**config.mk**
```make
export PLATFORM = sky130hd
export DESIGN_NAME = float_text_syntax_checker_core_flat
export DESIGN_NICKNAME = d
export VERILOG_FILES = /design/src/rtl/fts_pkg.sv /design/src/rtl/fts_if.sv /design/src/rtl/fts_phase_next.sv /design/src/rtl/float_text_syntax_checker_core.sv /design/src/flat_wrapper.sv
export SDC_FILE = /design/constraint.sdc
export NUM_CORES = 1
export LEC_CHECK = 0
export ABC_CLOCK_PERIOD_IN_PS = 2500
export BUFFER_PORTS_ARGS = -buffer_cell sky130_fd_sc_hd__buf_2
export CELL_PAD_IN_SITES_DETAIL_PLACEMENT = 1
export CELL_PAD_IN_SITES_GLOBAL_PLACEMENT = 1
export CORE_ASPECT_RATIO = 1.2
export CORE_MARGIN = 5
export CORE_UTILIZATION = 46
export CTS_BUF_LIST = sky130_fd_sc_hd__clkbuf_8
export CTS_CLUSTER_DIAMETER = 40
export DETAILED_ROUTE_END_ITERATION = 6
export PLACE_DENSITY_LB_ADDON = 0.1
export SYNTH_ARGS = -nofsm -noshare
export SYNTH_HDL_FRONTEND = slang
export SYNTH_HIERARCHICAL = 1
export SYNTH_SLANG_ARGS = --single-unit
```
**constraint.sdc**
```tcl
create_clock -name clk -period 2.5 [get_ports clk]
set_clock_uncertainty 0.1 [all_clocks]
set_input_delay 0.5 -clock clk [delete_from_list [all_inputs] [get_ports clk]]
set_output_delay 0.5 -clock clk [all_outputs]
set_load 0.005 [all_outputs]
```
**src/rtl/fts_pkg.sv**
```systemverilog
// Package for the float text syntax checker.
// Holds the recogniser phase type and the character constants; no dependencies.
`default_nettype none

package fts_pkg;

  localparam int unsigned CharW = 8;

  typedef enum logic [3:0] {
    PH_START    = 4'd0,
    PH_SIGNED   = 4'd1,
    PH_N        = 4'd2,
    PH_NA       = 4'd3,
    PH_I        = 4'd4,
    PH_IN       = 4'd5,
    PH_WORD     = 4'd6,
    PH_INT      = 4'd7,
    PH_DOT      = 4'd8,
    PH_FRAC     = 4'd9,
    PH_EXP      = 4'd10,
    PH_EXP_SIGN = 4'd11,
    PH_EXP_DIG  = 4'd12,
    PH_DEAD     = 4'd13
  } phase_t;

  localparam logic [CharW-1:0] ChPlus  = 8'h2B;
  localparam logic [CharW-1:0] ChMinus = 8'h2D;
  localparam logic [CharW-1:0] ChPoint = 8'h2E;
  localparam logic [CharW-1:0] ChZero  = 8'h30;
  localparam logic [CharW-1:0] ChNine  = 8'h39;
  localparam logic [CharW-1:0] ChUpE   = 8'h45;
  localparam logic [CharW-1:0] ChLowA  = 8'h61;
  localparam logic [CharW-1:0] ChLowE  = 8'h65;
  localparam logic [CharW-1:0] ChLowF  = 8'h66;
  localparam logic [CharW-1:0] ChLowI  = 8'h69;
  localparam logic [CharW-1:0] ChLowN  = 8'h6E;

  typedef struct packed {
    phase_t phase_next;
    logic   accepting;
  } step_t;

endpackage

`default_nettype wire

```
**src/rtl/fts_if.sv**
```systemverilog
// Handshake channels of the float text syntax checker: text bytes in, verdicts out.
// Depends on fts_pkg for the character width.
`default_nettype none

interface fts_char_if import fts_pkg::*; ();
  logic             valid;
  logic             ready;
  logic [CharW-1:0] char_code;
  logic             final_char;

  modport source (output valid, output char_code, output final_char, input ready);
  modport sink   (input valid, input char_code, input final_char, output ready);
endinterface

interface fts_verdict_if;
  logic valid;
  logic ready;
  logic text_valid;

  modport source (output valid, output text_valid, input ready);
  modport sink   (input valid, input text_valid, output ready);
endinterface

`default_nettype wire

```
**src/rtl/fts_phase_next.sv**
```systemverilog
// Next-phase decoder of the float text recogniser.
// Depends on fts_pkg for the phase type and character constants.
`default_nettype none

module fts_phase_next import fts_pkg::*; (
  input  phase_t           phase,
  input  logic [CharW-1:0] char_code,
  output step_t            step
);

  logic   is_digit;
  logic   is_sign;
  logic   is_exp;
  phase_t body;
  phase_t nx;

  assign is_digit = (char_code >= ChZero) && (char_code <= ChNine);
  assign is_sign  = (char_code == ChPlus) || (char_code == ChMinus);
  assign is_exp   = (char_code == ChLowE) || (char_code == ChUpE);

  // first byte of the body, after an optional sign
  always_comb begin
    if (char_code == ChLowN)       body = PH_N;
    else if (char_code == ChLowI)  body = PH_I;
    else if (is_digit)             body = PH_INT;
    else if (char_code == ChPoint) body = PH_DOT;
    else                           body = PH_DEAD;
  end

  always_comb begin
    unique case (phase)
      PH_START:  nx = is_sign ? PH_SIGNED : body;
      PH_SIGNED: nx = body;
      PH_N:      nx = (char_code == ChLowA) ? PH_NA : PH_DEAD;
      PH_NA:     nx = (char_code == ChLowN) ? PH_WORD : PH_DEAD;
      PH_I:      nx = (char_code == ChLowN) ? PH_IN : PH_DEAD;
      PH_IN:     nx = (char_code == ChLowF) ? PH_WORD : PH_DEAD;
      PH_INT: begin
        if (is_digit)                nx = PH_INT;
        else if (char_code == ChPoint) nx = PH_FRAC;
        else if (is_exp)             nx = PH_EXP;
        else                         nx = PH_DEAD;
      end
      PH_DOT:    nx = is_digit ? PH_FRAC : PH_DEAD;
      PH_FRAC: begin
        if (is_digit)    nx = PH_FRAC;
        else if (is_exp) nx = PH_EXP;
        else             nx = PH_DEAD;
      end
      PH_EXP: begin
        if (is_sign)       nx = PH_EXP_SIGN;
        else if (is_digit) nx = PH_EXP_DIG;
        else               nx = PH_DEAD;
      end
      PH_EXP_SIGN, PH_EXP_DIG: nx = is_digit ? PH_EXP_DIG : PH_DEAD;
      default:   nx = PH_DEAD; // dead phase and unused codes
    endcase
  end

  assign step.phase_next = nx;
  assign step.accepting  = (nx == PH_WORD) || (nx == PH_INT) || (nx == PH_FRAC) ||
                           (nx == PH_EXP_DIG);

endmodule

`default_nettype wire

```
**src/rtl/float_text_syntax_checker_core.sv**
```systemverilog
// Top level of the float text syntax checker: input register, phase register, verdict register.
// Depends on fts_pkg, fts_if and fts_phase_next.
`default_nettype none

//  channel   | dir | payload                 | request means
//  ----------+-----+-------------------------+--------------------------------
//  char_in   | in  | char_code, final_char   | one byte of the number text
//  verdict   | out | text_valid              | verdict on a text, at its last byte
//
//  Flow: one byte per clock while the input is not stalled (see Stalls); a verdict
//  passes through the input register and then the verdict register before it is
//  presented. The phase update is one combinational decoder between the input
//  register and the phase register.
//  Reset: rst clears the phase to start of text and empties both registers.
//  Stalls: while a verdict waits, bytes that are not last keep flowing; only a
//  second last byte waits in the input register until the verdict is taken.

module float_text_syntax_checker_core import fts_pkg::*; (
  input  logic          clk,
  input  logic          rst,
  fts_char_if.sink      char_in,
  fts_verdict_if.source verdict
);

  // input register
  logic             s1_valid;
  logic [CharW-1:0] s1_char;
  logic             s1_final;

  // recogniser state and verdict register
  phase_t phase;
  logic   out_valid;
  logic   out_text_valid;

  step_t  step;
  logic   out_free;
  logic   s1_advance;
  logic   s1_take;

  fts_phase_next u_phase_next (
    .phase     (phase),
    .char_code (s1_char),
    .step      (step)
  );

  // the verdict slot is free when empty or being drained this cycle
  assign out_free   = !out_valid || verdict.ready;
  // a byte that is not last needs no slot; a last byte needs the verdict slot
  assign s1_advance = s1_valid && (!s1_final || out_free);
  assign s1_take    = char_in.valid && char_in.ready;

  assign char_in.ready = !s1_valid || s1_advance;

  // hold or load the input register
  always_ff @(posedge clk) begin
    if (rst) begin
      s1_valid <= 1'b0;
    end else if (char_in.ready) begin
      s1_valid <= char_in.valid;
    end
  end

  always_ff @(posedge clk) begin
    if (s1_take) begin
      s1_char  <= char_in.char_code;
      s1_final <= char_in.final_char;
    end
  end

  // advance the phase; go back to start of text after each verdict
  always_ff @(posedge clk) begin
    if (rst) begin
      phase <= PH_START;
    end else if (s1_advance) begin
      phase <= s1_final ? PH_START : step.phase_next;
    end
  end

  // verdict register: load on a last byte, drop once taken
  always_ff @(posedge clk) begin
    if (rst) begin
      out_valid <= 1'b0;
    end else if (s1_advance && s1_final) begin
      out_valid <= 1'b1;
    end else if (verdict.ready) begin
      out_valid <= 1'b0;
    end
  end

  always_ff @(posedge clk) begin
    if (s1_advance && s1_final) begin
      out_text_valid <= step.accepting;
    end
  end

  assign verdict.valid      = out_valid;
  assign verdict.text_valid = out_text_valid;

  // after a verdict the recogniser must be back at the start of text
  a_restart: assert property (@(posedge clk) disable iff (rst)
    (s1_advance && s1_final) |=> (phase == PH_START))
    else $error("phase not at start after a verdict");

  // a new verdict only ever comes from a last byte in the input register
  a_verdict_src: assert property (@(posedge clk) disable iff (rst)
    $rose(out_valid) |-> $past(s1_valid && s1_final))
    else $error("verdict without a last byte");

  // back-pressure only when a last byte waits on a full verdict slot
  a_ready_cause: assert property (@(posedge clk) disable iff (rst)
    !char_in.ready |-> (s1_valid && s1_final && out_valid && !verdict.ready))
    else $error("input stalled without cause");

endmodule

`default_nettype wire

```
**src/flat_wrapper.sv**
```systemverilog
// flat-port wrapper written by rule: the top's interface ports become plain ports
module float_text_syntax_checker_core_flat import fts_pkg::*;
  (clk, rst, char_in_valid, char_in_char_code, char_in_final_char, char_in_ready, verdict_valid, verdict_text_valid, verdict_ready);
  fts_char_if char_in_i ();
  fts_verdict_if verdict_i ();
  input  logic clk;
  input  logic rst;
  input wire logic [$bits(char_in_i.valid)-1:0] char_in_valid;
  input wire logic [$bits(char_in_i.char_code)-1:0] char_in_char_code;
  input wire logic [$bits(char_in_i.final_char)-1:0] char_in_final_char;
  output wire logic [$bits(char_in_i.ready)-1:0] char_in_ready;
  output wire logic [$bits(verdict_i.valid)-1:0] verdict_valid;
  output wire logic [$bits(verdict_i.text_valid)-1:0] verdict_text_valid;
  input wire logic [$bits(verdict_i.ready)-1:0] verdict_ready;
  assign char_in_i.valid = char_in_valid;
  assign char_in_i.char_code = char_in_char_code;
  assign char_in_i.final_char = char_in_final_char;
  assign char_in_ready = char_in_i.ready;
  assign verdict_valid = verdict_i.valid;
  assign verdict_text_valid = verdict_i.text_valid;
  assign verdict_i.ready = verdict_ready;
  float_text_syntax_checker_core u_core (.clk(clk), .rst(rst), .char_in(char_in_i), .verdict(verdict_i));
endmodule
```
==> results of run 1 <==
[worst max-delay path, cell delays in order, from the launching register on]
cell,delay (ns)
edfxtp_1,0.51
nor2b_1,0.24
or4b_1,0.47
a21boi_1,0.21
nor2_1,0.09
nor4_4,0.32
inv_1,0.08
nand3b_1,0.09
a31oi_1,0.09
[cell usage in the layout, fill, tap and decap left out, types with 4 or more instances in the layout]
master	instances
buf_2	15
edfxtp_1	10
a21oi_1	9
nand4b_1	7
nand2b_1	6
nand3b_1	6
dfxtp_1	6
nor2b_1	5
a31oi_1	5
nor2_1	5
nor3b_1	4
[where the power goes]
part,internal (mW),switching (mW)
sequential,0.297,0.0305
combinational,0.0495,0.0475
clock,0.109,0.0829
[final cells by class]
class / count / share of cell area
well taps: 33 / 0.0299
repair buffers: 18 / 0.0707
inverters: 5 / 0.0136
clock buffers: 3 / 0.0299
flip-flops and latches: 16 / 0.305
clock inverters: 1 / 0.00272
multi-input cells: 98 / 0.549
[metal layers]
layer / up-vias / track usage
met5: - / 0
met4: 0 / 0.113
met3: 14 / 0.0229
met2: 34 / 0.342
met1: 547 / 0.230
li1: 524 / -
[sequential cells by signal (all words and copies together), names as in the netlist]
| signal | cells |
|---|---|
| u_core/phase | 4 |
| u_core/s1_char | 8 |
| u_core/s1_final | 1 |
| u_core/s1_valid | 1 |
| u_core/verdict.text_valid | 1 |
| u_core/verdict.valid | 1 |
[what timing repair did]
item	4_1_cts	5_1_grt
hold buffers	0	0
resized for setup	0	1
buffers inserted	0	0
setup endpoints to repair	0	2
[kinds of logic after synthesis]
family                    Yosys count  share of synthesized area
buffers and inverters              14                     0.0760
and+or+nand+nor                    63                      0.384
AOI/OAI and AO/OA                  33                      0.194
DFF                                16                      0.332
xor gates and xnor gates            2                     0.0138
[stage by stage]
stage	instance area, um^2	setup WS, ns	hold WS [ns]	utilization	cells
2_1_floorplan	1270	0.534	0.366	-	128
3_3_place_gp	1330	0.230	0.472	0.511	170
3_5_place_dp	1330	0.140	0.492	0.511	170
4_1_cts	1370	0.124	0.326	0.528	174
5_1_grt	1380	0.0658	0.314	0.530	174
6_report	1380	0.174	0.329	0.530	174
[final timing paths]
kind | start | end | slack [ns] | cells past startpoint
max | u_core/s1_char[4] | u_core/phase[3] | 0.17 | 8
min | char_in_final_char | u_core/s1_final | 0.33 | 1
max reg2reg | u_core/s1_char[4] | u_core/phase[3] | 0.17 | 8
min reg2reg | u_core/verdict.valid | u_core/verdict.valid | 0.51 | 2
==> flow_results.xml, run 1 <==
<?xml version="1.0" encoding="UTF-8"?>
<metrics>
  <group name="synth">
    <metric name="synth-edff-count" unit="">10</metric>
    <metric name="synthesis.area_per_instance" unit="um^2">9.90</metric>
    <metric name="synthCells" unit="">128</metric>
    <metric name="post_synth_main_area_contributors" unit="">edfxtp_1 24%, dfxtp_1 9.5%, nand4b_1 4.8%, a21oi_1 3.6%, buf_6 3.6%</metric>
    <metric name="async_reset_ff_frac" unit="">0</metric>
    <metric name="yosys.area.top_type_share" unit="">0.237</metric>
    <metric name="synth_commonest_cells" unit="">10 x edfxtp_1, 9 x a21oi_1, 7 x nand4b_1</metric>
    <metric name="seq_area_frac_synth" unit="">0.332</metric>
    <metric name="ys_warn_count" unit="">6</metric>
    <metric name="library_cell_with_the_highest_instance_count_after_synthesis" unit="">edfxtp_1</metric>
    <metric name="total_of_flip_flops_plus_latches_after_synthesis" unit="">16</metric>
    <metric name="synth_cell_types" unit="">51</metric>
    <metric name="most_instantiated_flip_flop_cell_in_the_synthesis_netlist" unit="">edfxtp_1</metric>
    <metric name="post_synth_design_cell_area" unit="mm^2">0.00127</metric>
    <metric name="yosys.area.top_type" unit="">edfxtp_1</metric>
    <metric name="mappedNetlistNets" unit="">141</metric>
  </group>
  <group name="outcome">
    <metric name="status" unit="">finished clean</metric>
  </group>
  <group name="sta">
    <metric name="relSlewSlack" unit="">0.657</metric>
    <metric name="finalSetupTns" unit="ns">0</metric>
    <metric name="fraction_of_the_cycle_the_final_worst_path_needs" unit="">0.930</metric>
    <metric name="report.final.setup_viol" unit="">0</metric>
    <metric name="final.min_clock_period" unit="ns">2.33</metric>
    <metric name="max_slew.worst_pin.slew" unit="ns">0.513</metric>
    <metric name="grt_setup_unrepaired" unit="">no</metric>
    <metric name="finalMaxSlewViolations" unit="">0</metric>
    <metric name="hold_viol_final" unit="">0</metric>
    <metric name="maxClockFrequency" unit="MHz">430</metric>
  </group>
  <group name="global_route">
    <metric name="globalRouteOverflowTotal" unit="">0</metric>
    <metric name="wire_length_of_the_first_global_routing_pass" unit="um">5840</metric>
    <metric name="grt_max_degree" unit="">14</metric>
    <metric name="total_global_routing_track_utilization" unit="">0.196</metric>
    <metric name="antenna_found_initial" unit="">0</metric>
    <metric name="grt_pass1_vias" unit="">1208</metric>
  </group>
  <group name="detailed_routing">
    <metric name="dr.max_layer_used" unit="">met4</metric>
    <metric name="routedLengthMet1" unit="um">1430</metric>
    <metric name="route.detailed.vias_per_inst" unit="">6.43</metric>
    <metric name="drc" unit="">0</metric>
    <metric name="drt_wl_total" unit="um">3430</metric>
    <metric name="drt_pass1_iterations" unit="">4</metric>
    <metric name="vias" unit="">1119</metric>
    <metric name="met3RoutedLength" unit="um">129</metric>
    <metric name="detail_route.iter0.violations" unit="">42</metric>
    <metric name="met2_wirelength" unit="um">1700</metric>
    <metric name="post_drt_wl_per_cell" unit="um">19.7</metric>
    <metric name="route.antenna.remaining_nets" unit="">0</metric>
  </group>
  <group name="cells_and_area">
    <metric name="multi_input_gate_area_in_the_final_layout" unit="um^2">757</metric>
    <metric name="finish.net_count" unit="">155</metric>
    <metric name="num-fill-cells" unit="">304</metric>
    <metric name="final_layout_size_suffix_gt1_frac" unit="">0.255</metric>
    <metric name="antenna_cells" unit="">0</metric>
    <metric name="syn_to_final_growth" unit="%">8.88</metric>
    <metric name="area.sequential" unit="um^2">420</metric>
  </group>
  <group name="setup_path">
    <metric name="critical_path_class" unit="">reg -&gt; reg</metric>
    <metric name="worst-endpoint-required" unit="ns">2.53</metric>
    <metric name="startpoint_types" unit="">flip-flop</metric>
    <metric name="worst_setup_path_end_kind" unit="">flip-flop</metric>
    <metric name="cp_data_arrival_time" unit="ns">2.35</metric>
    <metric name="cp_max_fo" unit="">7</metric>
  </group>
  <group name="hold_path">
    <metric name="hold_path.class" unit="">in -&gt; reg</metric>
  </group>
  <group name="place">
    <metric name="buffer_ports.inserted" unit="">15</metric>
    <metric name="gpl.final_weighted_congestion" unit="">0.832</metric>
    <metric name="post-dp-hpwl" unit="um">2490</metric>
  </group>
  <group name="clock_tree">
    <metric name="clock_tree_from_tritoncts" unit="">built</metric>
    <metric name="cts-buffers-inserted" unit="">3</metric>
    <metric name="numClockSinks" unit="">16</metric>
    <metric name="cts.reportedPaths.clkPinSlew" unit="ns">0.06</metric>
    <metric name="cts_root_buffer" unit="">clkbuf_8</metric>
    <metric name="htree_num_levels" unit="">1</metric>
    <metric name="ctsLongestPathBuffers" unit="">2</metric>
    <metric name="clock_latency" unit="ns">0.24</metric>
  </group>
  <group name="floorplan">
    <metric name="ports" unit="">16</metric>
    <metric name="die_area" unit="mm^2">0.00391</metric>
    <metric name="num_rows" unit="">20</metric>
    <metric name="initial_core_util" unit="">0.487</metric>
    <metric name="die-width" unit="um">57.9</metric>
    <metric name="design.core.area" unit="mm^2">0.00260</metric>
    <metric name="die_extent_in_y" unit="um">67.5</metric>
  </group>
  <group name="power_and_ir_drop">
    <metric name="total_leakage_power" unit="nW">0.472</metric>
    <metric name="cellPowerDensity" unit="mW/mm^2">446</metric>
    <metric name="ir_drop" unit="mV">0.352</metric>
    <metric name="report.power.total" unit="uW">616</metric>
  </group>
  <group name="run">
    <metric name="drv.max_cap_violation_count" unit="">0</metric>
  </group>
</metrics>
Note: power is estimated with default switching activity, not from simulation.
==> inputs of run 2 (changes only) <==
Settings changed: CORE_UTILIZATION 46 to 45, SYNTH_HIERARCHICAL 1 to not set.
==> run 2 against run 1 <==
Against the previous run:
- non-clock buffer count is 2 lower
- via count grew 3.0%
- fmax fell by 0.96%
- critical path depth decreased by 2
- first-iteration DRC count fell by 19%
- cell count increased by 4.0%
- total power fell by 3.0%
==> flow_results.xml, run 2 <==
<?xml version="1.0" encoding="UTF-8"?>
<metrics>
  <group name="sta">
    <metric name="max_slew.worst_pin.slew" unit="ns">0.910</metric>
    <metric name="finalSetupTns" unit="ns">0</metric>
    <metric name="finalMaxSlewViolations" unit="">0</metric>
    <metric name="final.min_clock_period" unit="ns">2.35</metric>
    <metric name="grt_setup_unrepaired" unit="">no</metric>
    <metric name="hold_viol_final" unit="">0</metric>
    <metric name="relSlewSlack" unit="">0.390</metric>
    <metric name="report.final.setup_viol" unit="">0</metric>
    <metric name="maxClockFrequency" unit="MHz">426</metric>
    <metric name="fraction_of_the_cycle_the_final_worst_path_needs" unit="">0.939</metric>
  </group>
  <group name="floorplan">
    <metric name="die-width" unit="um">57.0</metric>
    <metric name="die_area" unit="mm^2">0.00379</metric>
    <metric name="initial_core_util" unit="">0.468</metric>
    <metric name="ports" unit="">16</metric>
    <metric name="num_rows" unit="">20</metric>
    <metric name="die_extent_in_y" unit="um">66.5</metric>
    <metric name="design.core.area" unit="mm^2">0.00255</metric>
  </group>
  <group name="hold_path">
    <metric name="hold_path_depth" unit="">1</metric>
    <metric name="holdCritStartpoint" unit="">char_in_final_char</metric>
    <metric name="hold_path.class" unit="">in -&gt; reg</metric>
    <metric name="hold-path-endpoint" unit="">u_core.s1_final</metric>
  </group>
  <group name="synth">
    <metric name="synth-compound-area-share" unit="">0.243</metric>
    <metric name="total_of_flip_flops_plus_latches_after_synthesis" unit="">16</metric>
    <metric name="async_reset_ff_frac" unit="">0</metric>
    <metric name="library_cell_with_the_highest_instance_count_after_synthesis" unit="">nand2_1</metric>
    <metric name="synthCells" unit="">135</metric>
    <metric name="synth_commonest_cells" unit="">16 x nand2_1, 11 x a21oi_1, 10 x edfxtp_1, 9 x o21ai_0, 8 x nor2_1</metric>
    <metric name="synthesis.area_per_instance" unit="um^2">8.85</metric>
    <metric name="most_instantiated_flip_flop_cell_in_the_synthesis_netlist" unit="">edfxtp_1</metric>
    <metric name="mappedNetlistNets" unit="">148</metric>
    <metric name="post_synth_design_cell_area" unit="mm^2">0.00119</metric>
    <metric name="synthMuxAreaShare" unit="">0</metric>
    <metric name="yosys.area.top_type_share" unit="">0.251</metric>
    <metric name="synth_top_family_by_area" unit="">simple AND/OR/NAND/NOR gates</metric>
    <metric name="ys_warn_count" unit="">0</metric>
    <metric name="yosys.area.top_type" unit="">edfxtp_1</metric>
    <metric name="seq_area_frac_synth" unit="">0.352</metric>
    <metric name="synth_cell_types" unit="">48</metric>
    <metric name="synth_simple_gate_area_frac" unit="">0.351</metric>
    <metric name="synth-edff-count" unit="">10</metric>
    <metric name="post_synth_main_area_contributors" unit="">edfxtp_1 25%, dfxtp_1 10%, nand2_1 5.0%, a21oi_1 4.6%, o21ai_0 3.8%</metric>
    <metric name="synth-xor-area-share" unit="">0.0147</metric>
    <metric name="synth-adder-area-share" unit="">0</metric>
  </group>
  <group name="clock_tree">
    <metric name="numClockSinks" unit="">16</metric>
    <metric name="ctsLongestPathBuffers" unit="">2</metric>
    <metric name="cts-buffers-inserted" unit="">3</metric>
    <metric name="cts_root_buffer" unit="">clkbuf_8</metric>
    <metric name="htree_num_levels" unit="">1</metric>
    <metric name="cts.reportedPaths.clkPinSlew" unit="ns">0.06</metric>
    <metric name="clock_tree_from_tritoncts" unit="">built</metric>
    <metric name="holdBufCountCts" unit="">0</metric>
    <metric name="cts_resized" unit="">0</metric>
    <metric name="clock_latency" unit="ns">0.24</metric>
    <metric name="post_cts.repair.setup_buffers" unit="">0</metric>
  </group>
  <group name="detailed_routing">
    <metric name="drt_wl_total" unit="um">3240</metric>
    <metric name="detail_route.iter0.violations" unit="">34</metric>
    <metric name="route.antenna.remaining_nets" unit="">0</metric>
    <metric name="vias" unit="">1153</metric>
    <metric name="post_drt_wl_per_cell" unit="um">17.9</metric>
    <metric name="route.detailed.vias_per_inst" unit="">6.37</metric>
    <metric name="drc" unit="">0</metric>
    <metric name="drt_pass1_iterations" unit="">5</metric>
  </group>
  <group name="cells_and_area">
    <metric name="mostFrequentLayoutCells" unit="">16 x nand2_1, 15 x buf_2, 11 x a21oi_1, 10 x edfxtp_1, 9 x o21ai_0</metric>
    <metric name="area.sequential" unit="um^2">420</metric>
    <metric name="final_cell_count_no_fill" unit="">181</metric>
    <metric name="top_register" unit="">u_core.s1_char</metric>
    <metric name="most_common_library_cell_in_the_layout_ignoring_fill_and_taps" unit="">nand2_1</metric>
    <metric name="largest_register_ffs" unit="">8</metric>
    <metric name="multi_input_gate_area_in_the_final_layout" unit="um^2">727</metric>
    <metric name="registers_with_the_most_flip_flops" unit="">u_core.s1_char: 8 flops, u_core.phase: 4 flops</metric>
    <metric name="finish.net_count" unit="">162</metric>
    <metric name="final_core_utilization" unit="">0.520</metric>
    <metric name="antenna_cells" unit="">0</metric>
    <metric name="num-fill-cells" unit="">328</metric>
    <metric name="syn_to_final_growth" unit="%">11.1</metric>
    <metric name="final_layout_size_suffix_gt1_frac" unit="">0.189</metric>
  </group>
  <group name="setup_path">
    <metric name="ff2ff_path_depth" unit="">6</metric>
    <metric name="critical_path_class" unit="">reg -&gt; reg</metric>
    <metric name="reg2reg_end" unit="">u_core.verdict.text_valid</metric>
    <metric name="worst_path_max_delay_cell" unit="">nor4b_2</metric>
    <metric name="rr_startpoint" unit="">u_core.s1_char[4]</metric>
    <metric name="critical_path.max_stage_delay" unit="ns">0.51</metric>
    <metric name="worst_setup_path_end_kind" unit="">flip-flop</metric>
    <metric name="startpoint_types" unit="">flip-flop</metric>
    <metric name="cp_max_fo" unit="">8</metric>
    <metric name="setup.reg_to_reg.worst_slack" unit="ns">0.15</metric>
    <metric name="path_cells" unit="">nor4b_2 &gt; nand3_2 &gt; a311oi_1 &gt; o2111a_2 &gt; xor2_1 &gt; o22ai_1</metric>
    <metric name="worst-endpoint-required" unit="ns">2.38</metric>
    <metric name="cp_data_arrival_time" unit="ns">2.23</metric>
  </group>
  <group name="power_and_ir_drop">
    <metric name="cellPowerDensity" unit="mW/mm^2">450</metric>
    <metric name="total_leakage_power" unit="nW">0.468</metric>
    <metric name="ir_drop" unit="mV">0.450</metric>
  </group>
  <group name="outcome">
    <metric name="status" unit="">finished clean</metric>
  </group>
  <group name="global_route">
    <metric name="total_global_routing_track_utilization" unit="">0.176</metric>
    <metric name="wire_length_of_the_first_global_routing_pass" unit="um">5300</metric>
    <metric name="antenna_found_initial" unit="">0</metric>
    <metric name="grt_max_degree" unit="">18</metric>
    <metric name="grt_pass1_vias" unit="">1119</metric>
    <metric name="globalRouteOverflowTotal" unit="">0</metric>
  </group>
  <group name="run">
    <metric name="drv.max_cap_violation_count" unit="">0</metric>
  </group>
  <group name="place">
    <metric name="post-dp-hpwl" unit="um">2490</metric>
    <metric name="buffer_ports.inserted" unit="">15</metric>
    <metric name="gpl.final_weighted_congestion" unit="">0.894</metric>
    <metric name="place_inst" unit="">177</metric>
  </group>
</metrics>
-- run 2: cell types whose count changed in the layout (fill, tap and decap cells not counted), sizes merged, moves of 3 or more --
| cell | change |
|---|---|
| nand2 | +12 |
| nand4b | -8 |
| o21ai | +7 |
| nand3b | -6 |
| a31oi | -3 |
| nor2 | +3 |
-- run 2: kinds of logic (layout without fill, tap and decap cells) --
| group | count (synthesis) | in the layout |
|---|---|---|
| compound gates | 42 | 42 |
| xor+xnor | 2 | 2 |
| buf+inv | 10 | 23 |
| flops | 16 | 16 |
| simple gates | 65 | 65 |
-- run 2: layer usage --
| metal | wire, um | share of wire | global-route usage |
|---|---|---|---|
| met5 | 0 | 0 | 0 |
| met4 | 126 | 0.039 | 0.0841 |
| met3 | 107 | 0.033 | 0.0233 |
| met2 | 1540 | 0.48 | 0.303 |
| met1 | 1460 | 0.45 | 0.215 |
-- run 2: cell type report --
class,count,share of cell area
Multi-Input combinational cell,109,0.548
Clock inverter,1,0.00283
Clock buffer,3,0.0311
Inverter,3,0.00848
Tap cell,33,0.0311
Sequential cell,16,0.317
Timing Repair Buffer,16,0.0622
-- run 2: metrics by stage --
stage / cell area (um^2) / worst slack [ns] / total power [mW] / hold WS [ns]
after floorplan: 1190 / 0.443 / 0.378 / 0.411
after global placement: 1280 / 0.215 / 0.408 / 0.399
after detailed placement: 1280 / 0.186 / 0.410 / 0.417
after CTS: 1330 / 0.155 / 0.602 / 0.325
after global routing: 1330 / 0.0303 / 0.626 / 0.320
final: 1330 / 0.152 / 0.597 / 0.328
-- run 2: worst max-delay path by stage --
stage,startpoint,endpoint,slack (ns)
after floorplan,u_core.s1_char[4],u_core.verdict.text_valid,0.44
after global placement,u_core.s1_char[0],u_core.verdict.text_valid,0.21
after detailed placement,u_core.s1_char[4],u_core.verdict.text_valid,0.19
after CTS,u_core.s1_char[4],u_core.verdict.text_valid,0.15
after global routing,u_core.s1_char[4],u_core.verdict.text_valid,0.03
final,u_core.s1_char[4],u_core.verdict.text_valid,0.15
-- run 2: critical path: cells and delay by family (launching register included) --
family                    cells  cell delay [ns]
AOI/OAI and AO/OA             3             0.71
and+or+nand+nor               2             0.63
DFF                           1             0.50
xor gates and xnor gates      1             0.15
-- run 2: where the power goes --
part           switching, mW  internal, mW  leakage, nW  total [mW]
logic                 0.0475        0.0378        0.298      0.0854
clock network         0.0829         0.109       0.0231       0.192
registers             0.0245         0.296        0.147       0.320
total                  0.155         0.442        0.468       0.597
